$ cat src/hdl/bpm_pkg.sv
// Shared types and constants for the breakpoint match table.
// No dependencies; imported by bpm_table, bpm_cmp and the top level.
`default_nettype none

package bpm_pkg;

  localparam int MAX_ENTRIES  = 16;
  localparam int ADDR_BITS    = 32;
  localparam int LINE_BITS    = 20;
  localparam int FILE_ID_BITS = 16;

  localparam int IDX_BITS   = (MAX_ENTRIES > 1) ? $clog2(MAX_ENTRIES) : 1;
  localparam int CNT_BITS   = $clog2(MAX_ENTRIES + 1);
  localparam int REQ_BITS   = 3;
  localparam int STAT_BITS  = 3;
  localparam int EIDX_BITS  = 4;
  localparam int ECNT_BITS  = 5;

  // input word layout (req_type travels on tuser)
  localparam int IN_FIELDS_W = FILE_ID_BITS + LINE_BITS + ADDR_BITS + 1 + EIDX_BITS;
  localparam int IN_DATA_W   = ((IN_FIELDS_W + 7) / 8) * 8;
  localparam int IN_LINE_LSB = FILE_ID_BITS;
  localparam int IN_ADDR_LSB = FILE_ID_BITS + LINE_BITS;
  localparam int IN_VAL_BIT  = FILE_ID_BITS + LINE_BITS + ADDR_BITS;
  localparam int IN_IDX_LSB  = IN_VAL_BIT + 1;

  // output word layout
  localparam int OUT_FIELDS_W = STAT_BITS + 1 + ECNT_BITS + FILE_ID_BITS + LINE_BITS + ADDR_BITS;
  localparam int OUT_DATA_W   = ((OUT_FIELDS_W + 7) / 8) * 8;

  localparam logic [REQ_BITS-1:0] REQ_TOGGLE = 3'd0;
  localparam logic [REQ_BITS-1:0] REQ_SET    = 3'd1;
  localparam logic [REQ_BITS-1:0] REQ_CHECK  = 3'd2;
  localparam logic [REQ_BITS-1:0] REQ_READ   = 3'd3;
  localparam logic [REQ_BITS-1:0] REQ_CLEAR  = 3'd4;

  localparam logic [STAT_BITS-1:0] ST_DONE    = 3'd0;
  localparam logic [STAT_BITS-1:0] ST_ADDED   = 3'd1;
  localparam logic [STAT_BITS-1:0] ST_REMOVED = 3'd2;
  localparam logic [STAT_BITS-1:0] ST_NOINSTR = 3'd3;
  localparam logic [STAT_BITS-1:0] ST_FULL    = 3'd4;
  localparam logic [STAT_BITS-1:0] ST_BADIDX  = 3'd5;

  typedef struct packed {
    logic [FILE_ID_BITS-1:0] file;
    logic [LINE_BITS-1:0]    line;
    logic [ADDR_BITS-1:0]    addr;
  } entry_t;

  typedef enum logic {
    CMP_SRC  = 1'b0,   // file id and line
    CMP_ADDR = 1'b1    // instruction address
  } cmp_mode_t;

endpackage

`default_nettype wire

$ cat src/hdl/bpm_table.sv
// Breakpoint entry store: one write port, one registered read port.
// Depends on bpm_pkg.
`default_nettype none

module bpm_table (
  input  wire logic                         clk,
  input  wire logic                         we,
  input  wire logic [bpm_pkg::IDX_BITS-1:0] waddr,
  input  wire bpm_pkg::entry_t              wdata,
  input  wire logic [bpm_pkg::IDX_BITS-1:0] raddr,
  output bpm_pkg::entry_t                   rdata
);
  import bpm_pkg::*;

  entry_t mem [MAX_ENTRIES];

  always_ff @(posedge clk) begin
    if (we) begin
      mem[waddr] <= wdata;
    end
  end

  always_ff @(posedge clk) begin
    rdata <= mem[raddr];
  end

endmodule

`default_nettype wire

$ cat src/hdl/bpm_cmp.sv
// Shared comparator: matches a stored entry against the request key,
// either on file id and line or on address. Depends on bpm_pkg.
`default_nettype none

module bpm_cmp (
  input  wire bpm_pkg::cmp_mode_t mode,
  input  wire bpm_pkg::entry_t    key,
  input  wire bpm_pkg::entry_t    ent,
  output logic                    match
);
  import bpm_pkg::*;

  always_comb begin
    unique case (mode)
      CMP_SRC:  match = (ent.line == key.line) && (ent.file == key.file);
      CMP_ADDR: match = (ent.addr == key.addr);
      default:  match = 1'b0;
    endcase
  end

endmodule

`default_nettype wire

$ cat src/hdl/breakpoint_match_table_unit.sv
// Breakpoint match table: sequencer, temporary breakpoint and result register.
// Depends on bpm_pkg, bpm_table and bpm_cmp.
//
// Requests arrive on the s_ stream, one word each; every request gives one
// result word on the m_ stream. s_tready is high only while the sequencer is
// idle, so one request is in flight at a time. The entry store is scanned one
// entry per cycle through a single comparator behind a registered read port.
// Path from accept to result, by request type:
//   set temporary, clear, unused codes: start, then result
//   read entry: start, read wait, then result
//   check: start, then result on a temporary hit, otherwise a table scan
//   toggle: a table scan; a remove stops the scan at the match and then
//     moves each later entry down one place
// A new request is taken only after the sequencer has returned to idle.
// The result sits in an output register; if the receiver stalls, the
// sequencer holds in its result state and the next request waits.
// Reset (rst, synchronous) empties the table and disarms the temporary
// breakpoint; entry contents are not cleared and need not be.
`default_nettype none

module breakpoint_match_table_unit (
  input  wire logic                           clk,
  input  wire logic                           rst,
  input  wire logic                           s_tvalid,
  output logic                                s_tready,
  // file_id, line_number, address, address_valid, entry_index; zero pad
  input  wire logic [bpm_pkg::IN_DATA_W-1:0]  s_tdata,
  // req_type
  input  wire logic [bpm_pkg::REQ_BITS-1:0]   s_tuser,
  output logic                                m_tvalid,
  input  wire logic                           m_tready,
  // status, hit, entry_count, entry_file, entry_line, entry_address; zero pad
  output logic [bpm_pkg::OUT_DATA_W-1:0]      m_tdata
);
  import bpm_pkg::*;

  typedef enum logic [5:0] {
    S_IDLE   = 6'b000001,
    S_START  = 6'b000010,
    S_SCAN   = 6'b000100,
    S_SHIFT  = 6'b001000,
    S_RDWAIT = 6'b010000,
    S_RESP   = 6'b100000
  } state_t;

  state_t                  state;
  logic [REQ_BITS-1:0]     req;
  entry_t                  key;
  logic                    key_valid;
  logic [EIDX_BITS-1:0]    key_idx;
  logic [CNT_BITS-1:0]     count;
  logic [ADDR_BITS-1:0]    temp_address;
  logic                    temp_armed;
  logic [CNT_BITS-1:0]     scan_idx;
  logic                    pend_valid;
  logic [IDX_BITS-1:0]     pend_idx;
  logic [STAT_BITS-1:0]    res_status;
  logic                    res_hit;
  entry_t                  res_ent;

  logic                    tbl_we;
  logic [IDX_BITS-1:0]     tbl_waddr;
  entry_t                  tbl_wdata;
  logic [IDX_BITS-1:0]     tbl_raddr;
  entry_t                  tbl_rdata;
  cmp_mode_t               cmp_mode;
  logic                    cmp_match;
  logic                    match;
  logic                    scan_more;
  logic                    tbl_full;

  assign s_tready  = (state == S_IDLE);
  assign cmp_mode  = (req == REQ_TOGGLE) ? CMP_SRC : CMP_ADDR;
  assign match     = pend_valid && cmp_match;
  assign scan_more = (scan_idx < count);
  assign tbl_full  = (count >= CNT_BITS'(MAX_ENTRIES));

  bpm_table u_table (
    .clk   (clk),
    .we    (tbl_we),
    .waddr (tbl_waddr),
    .wdata (tbl_wdata),
    .raddr (tbl_raddr),
    .rdata (tbl_rdata)
  );

  bpm_cmp u_cmp (
    .mode  (cmp_mode),
    .key   (key),
    .ent   (tbl_rdata),
    .match (cmp_match)
  );

  always_comb begin
    tbl_raddr = scan_idx[IDX_BITS-1:0];
    if (state == S_START) begin
      tbl_raddr = IDX_BITS'(key_idx);
    end
  end

  // append at the end after a miss, or move an entry down one place
  always_comb begin
    tbl_we    = 1'b0;
    tbl_waddr = count[IDX_BITS-1:0];
    tbl_wdata = key;
    if (state == S_SCAN && req == REQ_TOGGLE && !match && !scan_more && !pend_valid &&
        key_valid && !tbl_full) begin
      tbl_we = 1'b1;
    end else if (state == S_SHIFT && pend_valid) begin
      tbl_we    = 1'b1;
      tbl_waddr = pend_idx - IDX_BITS'(1);
      tbl_wdata = tbl_rdata;
    end
  end

  always_ff @(posedge clk) begin
    if (rst) begin
      state        <= S_IDLE;
      count        <= '0;
      temp_address <= '0;
      temp_armed   <= 1'b0;
      pend_valid   <= 1'b0;
      m_tvalid     <= 1'b0;
    end else begin
      // the result state loads the output register itself
      if (m_tready && state != S_RESP) begin
        m_tvalid <= 1'b0;
      end
      unique case (state)
        S_IDLE: begin
          if (s_tvalid) begin
            req       <= s_tuser;
            key.file  <= s_tdata[FILE_ID_BITS-1:0];
            key.line  <= s_tdata[IN_LINE_LSB +: LINE_BITS];
            key.addr  <= s_tdata[IN_ADDR_LSB +: ADDR_BITS];
            key_valid <= s_tdata[IN_VAL_BIT];
            key_idx   <= s_tdata[IN_IDX_LSB +: EIDX_BITS];
            state     <= S_START;
          end
        end
        S_START: begin
          res_status <= ST_DONE;
          res_hit    <= 1'b0;
          res_ent    <= '0;
          scan_idx   <= '0;
          pend_valid <= 1'b0;
          state      <= S_RESP;
          case (req)
            REQ_TOGGLE: state <= S_SCAN;
            REQ_SET: begin
              temp_address <= key.addr;
              temp_armed   <= 1'b1;
            end
            REQ_CHECK: begin
              if (temp_armed && temp_address == key.addr) begin
                temp_armed <= 1'b0;
                res_hit    <= 1'b1;
              end else begin
                state <= S_SCAN;
              end
            end
            REQ_READ: begin
              if (32'(key_idx) < 32'(count)) begin
                state <= S_RDWAIT;
              end else begin
                res_status <= ST_BADIDX;
              end
            end
            REQ_CLEAR: count <= '0;
            default: ;
          endcase
        end
        S_SCAN: begin
          if (match) begin
            pend_valid <= 1'b0;
            if (req == REQ_TOGGLE) begin
              res_status <= ST_REMOVED;
              scan_idx   <= CNT_BITS'(pend_idx) + CNT_BITS'(1);
              state      <= S_SHIFT;
            end else begin
              res_hit <= 1'b1;
              state   <= S_RESP;
            end
          end else if (scan_more) begin
            pend_valid <= 1'b1;
            pend_idx   <= scan_idx[IDX_BITS-1:0];
            scan_idx   <= scan_idx + CNT_BITS'(1);
          end else if (pend_valid) begin
            pend_valid <= 1'b0;  // last compare missed
          end else begin
            state <= S_RESP;
            if (req == REQ_TOGGLE) begin
              if (!key_valid) begin
                res_status <= ST_NOINSTR;
              end else if (tbl_full) begin
                res_status <= ST_FULL;
              end else begin
                res_status <= ST_ADDED;
                count      <= count + CNT_BITS'(1);
              end
            end
          end
        end
        S_SHIFT: begin
          if (scan_more) begin
            pend_valid <= 1'b1;
            pend_idx   <= scan_idx[IDX_BITS-1:0];
            scan_idx   <= scan_idx + CNT_BITS'(1);
          end else begin
            pend_valid <= 1'b0;
            if (!pend_valid) begin
              count <= count - CNT_BITS'(1);
              state <= S_RESP;
            end
          end
        end
        S_RDWAIT: begin
          res_ent <= tbl_rdata;
          state   <= S_RESP;
        end
        S_RESP: begin
          if (!m_tvalid || m_tready) begin
            m_tvalid <= 1'b1;
            m_tdata  <= OUT_DATA_W'({res_ent.addr, res_ent.line, res_ent.file,
                                     ECNT_BITS'(count), res_hit, res_status});
            state    <= S_IDLE;
          end
        end
        default: state <= S_IDLE;
      endcase
    end
  end

`ifndef SYNTHESIS
  a_count_bound: assert property (@(posedge clk) disable iff (rst)
    count <= CNT_BITS'(MAX_ENTRIES))
    else $error("entry count above table size");

  a_write_busy: assert property (@(posedge clk) disable iff (rst)
    tbl_we |-> (state == S_SCAN || state == S_SHIFT))
    else $error("table written outside scan or shift");

  a_temp_disarm: assert property (@(posedge clk) disable iff (rst)
    $fell(temp_armed) |-> ($past(state) == S_START && $past(req) == REQ_CHECK))
    else $error("temporary breakpoint disarmed without a check");

  a_scan_range: assert property (@(posedge clk) disable iff (rst)
    (state == S_SCAN || state == S_SHIFT) |-> scan_idx <= count)
    else $error("scan index past entry count");

  a_remove_count: assert property (@(posedge clk) disable iff (rst)
    (state == S_SHIFT && !scan_more && !pend_valid) |=> count == $past(count) - CNT_BITS'(1))
    else $error("removal did not shrink the table");
`endif

endmodule

`default_nettype wire
$ cat config.mk
export PLATFORM = sky130hd
export DESIGN_NAME = breakpoint_match_table_unit
export DESIGN_NICKNAME = d
export VERILOG_FILES = /design/src/hdl/bpm_pkg.sv /design/src/hdl/bpm_table.sv /design/src/hdl/bpm_cmp.sv /design/src/hdl/breakpoint_match_table_unit.sv
export SDC_FILE = /design/constraint.sdc
export NUM_CORES = 2
export LEC_CHECK = 0
export ABC_AREA = 1
export BUFFER_PORTS_ARGS = -buffer_cell sky130_fd_sc_hd__buf_2
export CORE_MARGIN = 5
export CORE_UTILIZATION = 62
export CTS_BUF_LIST = sky130_fd_sc_hd__clkbuf_8
export DETAILED_ROUTE_END_ITERATION = 12
export HOLD_SLACK_MARGIN = 0.1
export PLACE_DENSITY = 0.85
export SYNTH_ARGS = -nofsm -noshare
export SYNTH_HDL_FRONTEND = slang
export SYNTH_SLANG_ARGS = --single-unit
$ cat constraint.sdc
create_clock -name clk -period 23.4 [get_ports clk]
set_clock_uncertainty 0.15 [all_clocks]
set_input_delay 2.34 -clock clk [delete_from_list [all_inputs] [get_ports clk]]
set_output_delay 2.34 -clock clk [all_outputs]
set_load 0.05 [all_outputs]
==> impl_metrics.tcl <==
set metrics [dict create \
    drive_above_1_share 0.1276 \
    wl_per_cell_um 24.66 \
    met1_length_mm 48.52 \
    wl_mm 143.2 \
    r2r_cells 11 \
    insertion_delay_ns 0.89 \
    ir_worst_vdd_mv 0.05101 \
    grt_setup_unrepaired "false" \
    die_w_um 309.9 \
    ctsResizeCount 0 \
    final_area_sq_um 61930 \
    seq_area_frac_synth 0.7530 \
    post-route-period-util 0.2323 \
    crit_required_ns 23.73 \
    critPathArrivalTime_ns 5.77 \
    yosys.area_share.simple 0.09235 \
    cts_setup_buffers 0 \
    final_common_cell "edfxtp_1" \
    min_to "m_tdata[75]" \
    ant_nets 0 \
    synth_top_family_by_area "compound AO/OA/AOI/OAI gates" \
    min_from "res_ent[30]" \
    hold_path_class "flip-flop to flip-flop" \
    yosysWarnings 0 \
    vias_per_cell 6.448 \
    clk_path_buf_depth 3 \
    finalPower_mw 5.371 \
    synthArstFlopShare 0 \
    postSynthAreaPerCell_sq_um 13.21 \
    antenna_found_initial 2 \
    drt_iter0_drc 6205 \
    finalNetCount 4551 \
    dr_wl_met3_mm 19.65 \
    gr-total-overflow 0 \
    hold_depth 0 \
    core-area_sq_um 89600 \
    fin_crit_ns 5.436 \
    synth_seq_cells 1436 \
    mostFrequentLayoutCells "1322 x edfxtp_1, 707 x nor2_1, 602 x o21ai_0" \
    cts_tree "yes" \
    drc_errors 0 \
    dp_hpwl_mm 73.68 \
    dr.pass1.iters 6 \
    outcome "finished, final reports clean" \
    worst_slew_pin_slew_ns 1.305 \
    cts.hold.buffers_added 0 \
    fin_cells 5808 \
    reg2reg_setup_slack_ns 17.96 \
    grt_max_degree 239 \
    layout_setup_ws_ns 17.96 \
    die_y_um 309.9 \
    io_buffer_count 158 \
    htree_levels 4 \
    synth.area.mux_share 0 \
    initial_core_util 0.6223 \
    setup_viol 0 \
    synthesis.area_sq_um 55750 \
    placedCellCount 5416 \
    cts_buffers 208 \
    maxCapViolCount 0 \
    met2RoutedLength_mm 67.55 \
    relSlewSlack 0.1301 \
    synth_compound_area_frac 0.1075 \
    die-area_sq_um 96020 \
    grt_pass1_vias 36486 \
    cp-start-kind "flip-flop" \
    top_layer_used "met5" \
    synthCells 4221 \
    grt_pass1_wl_mm 212.1 \
    synth_cell_type_count 38 \
    yosys.area_share.adder 0.003276 \
    fmax_mhz 184.0 \
    io_pins 169 \
    rows 110 \
    slew_viol_final 0 \
    areaGrowthSynthToFinish_pct 11.08 \
    synth_edf_count 1322 \
    hold_viol 0 \
    grtUsageTotal 0.2926 \
    num_vias 37450 \
    place_congestion 0.8723 \
    crit-reg2reg-launch "state[5]" \
    r2r-end "u_table.mem[9][18]" \
    path_clk_slew_ns 0.06 \
    crit_path_end_kind "flip-flop" \
    synthXorXnorAreaFrac 0.008640 \
    ctsRootBufferMaster "clkbuf_8" \
    pre_cts_ws_ns 18.15 \
    setup_tns_ns 0 \
    cp_max_fo 55 \
    place_area_sq_um 57920 \
    timing_worst_setup_path_type "flip-flop to flip-flop" \
    p_per_area_nw_per_um2 86.72 \
    ys.flop_type "edfxtp_1" \
    cts.sinks 1436 \
    p_leak_nw 21.40 \
]
## cell usage after synthesis (33+ instances only)
library cell / count / area (sq um)
buf_2: 56 / 280.3
a211oi_1: 33 / 247.7
o21ai_0: 608 / 3043
nand3_1: 163 / 815.8
nor2_1: 724 / 2718
clkbuf_1: 149 / 559.3
buf_4: 34 / 255.2
o221ai_1: 272 / 2382
inv_1: 185 / 694.4
dfxtp_1: 114 / 2282
nand2_1: 373 / 1400
edfxtp_1: 1322 / 39700
xnor2_1: 42 / 367.9
## per-layer routing
layer  vias up  track usage
li1      16008            -
met1     17744       0.3873
met2      3176       0.4654
met3       520      0.06512
met4         2       0.1486
met5         -            0
## flip-flops by register name, indices dropped and copies added, names as in the netlist, 3 cells and up
register / cells
u_table.rdata: 68
scan_idx: 5
count: 5
temp_address: 32
state: 6
res_status: 3
pend_idx: 4
u_table.mem: 1088
res_ent: 68
req: 3
key: 68
m_tdata: 77
key_idx: 4
## layout make-up
cell class                      instances  area, sq um
Tap cell                             1176         1471
Clock inverter                        163        873.3
Clock buffer                          228         3138
Timing Repair Buffer                  278         1729
Sequential cell                      1436        41980
Antenna cell                            1        2.502
Multi-Input combinational cell       2335        12010
Fill cell                            5388        27670
Inverter                              191        726.9
## per-stage QoR
step,hold slack (ns),utilization
2_1_floorplan,0.2503,-
5_1_grt,0.2630,0.6912
6_report,0.2539,0.6912
3_3_place_gp,0.2527,0.6464
4_1_cts,0.2611,0.6912
3_5_place_dp,0.2545,0.6464
## worst max-delay path, cell delays in order (launching register included)
cell and delay (ns):
dfxtp_1 0.33, nor2_2 0.20, nand4_1 0.26, nor2_4 0.14, buf_4 0.57, buf_4 0.72
inv_1 0.16, o21ai_0 0.22, nand3_1 0.42, nor2_4 0.60, buf_4 0.50, buf_4 0.71
## cell families (layout without fill, tap and decap cells)
kind of cell	after synthesis	count (layout)
buffers and inverters	452	860
other	1	4
xor gates and xnor gates	55	55
and+or+nand+nor	1294	1294
adders and majority gates	14	14
DFF	1436	1436
AOI/OAI and AO/OA	969	969
## power by group
| group | switching [mW] | internal, mW | leakage [nW] | total [mW] |
|---|---|---|---|---|
| logic | 0.371 | 0.141 | 6.16 | 0.512 |
| registers | 0.0611 | 2.90 | 12.9 | 2.96 |
| clock network | 0.938 | 0.957 | 2.36 | 1.89 |
## worst max-delay path by stage
| stage | start | to | slack [ns] | depth (start not counted) |
|---|---|---|---|---|
| 6_report | state[5] | u_table.mem[9][18] | 17.96 | 11 |
| 5_1_grt | state[5] | u_table.rdata[54] | 17.86 | 12 |
| 4_1_cts | state[5] | u_table.mem[9][18] | 18.11 | 11 |
| 3_5_place_dp | state[5] | u_table.mem[9][29] | 18.15 | 11 |
| 3_3_place_gp | state[1] | u_table.mem[9][28] | 18.22 | 11 |
| 2_1_floorplan | rst | key[0] | 12.75 | 2 |
(Power assumes the default switching activity.)
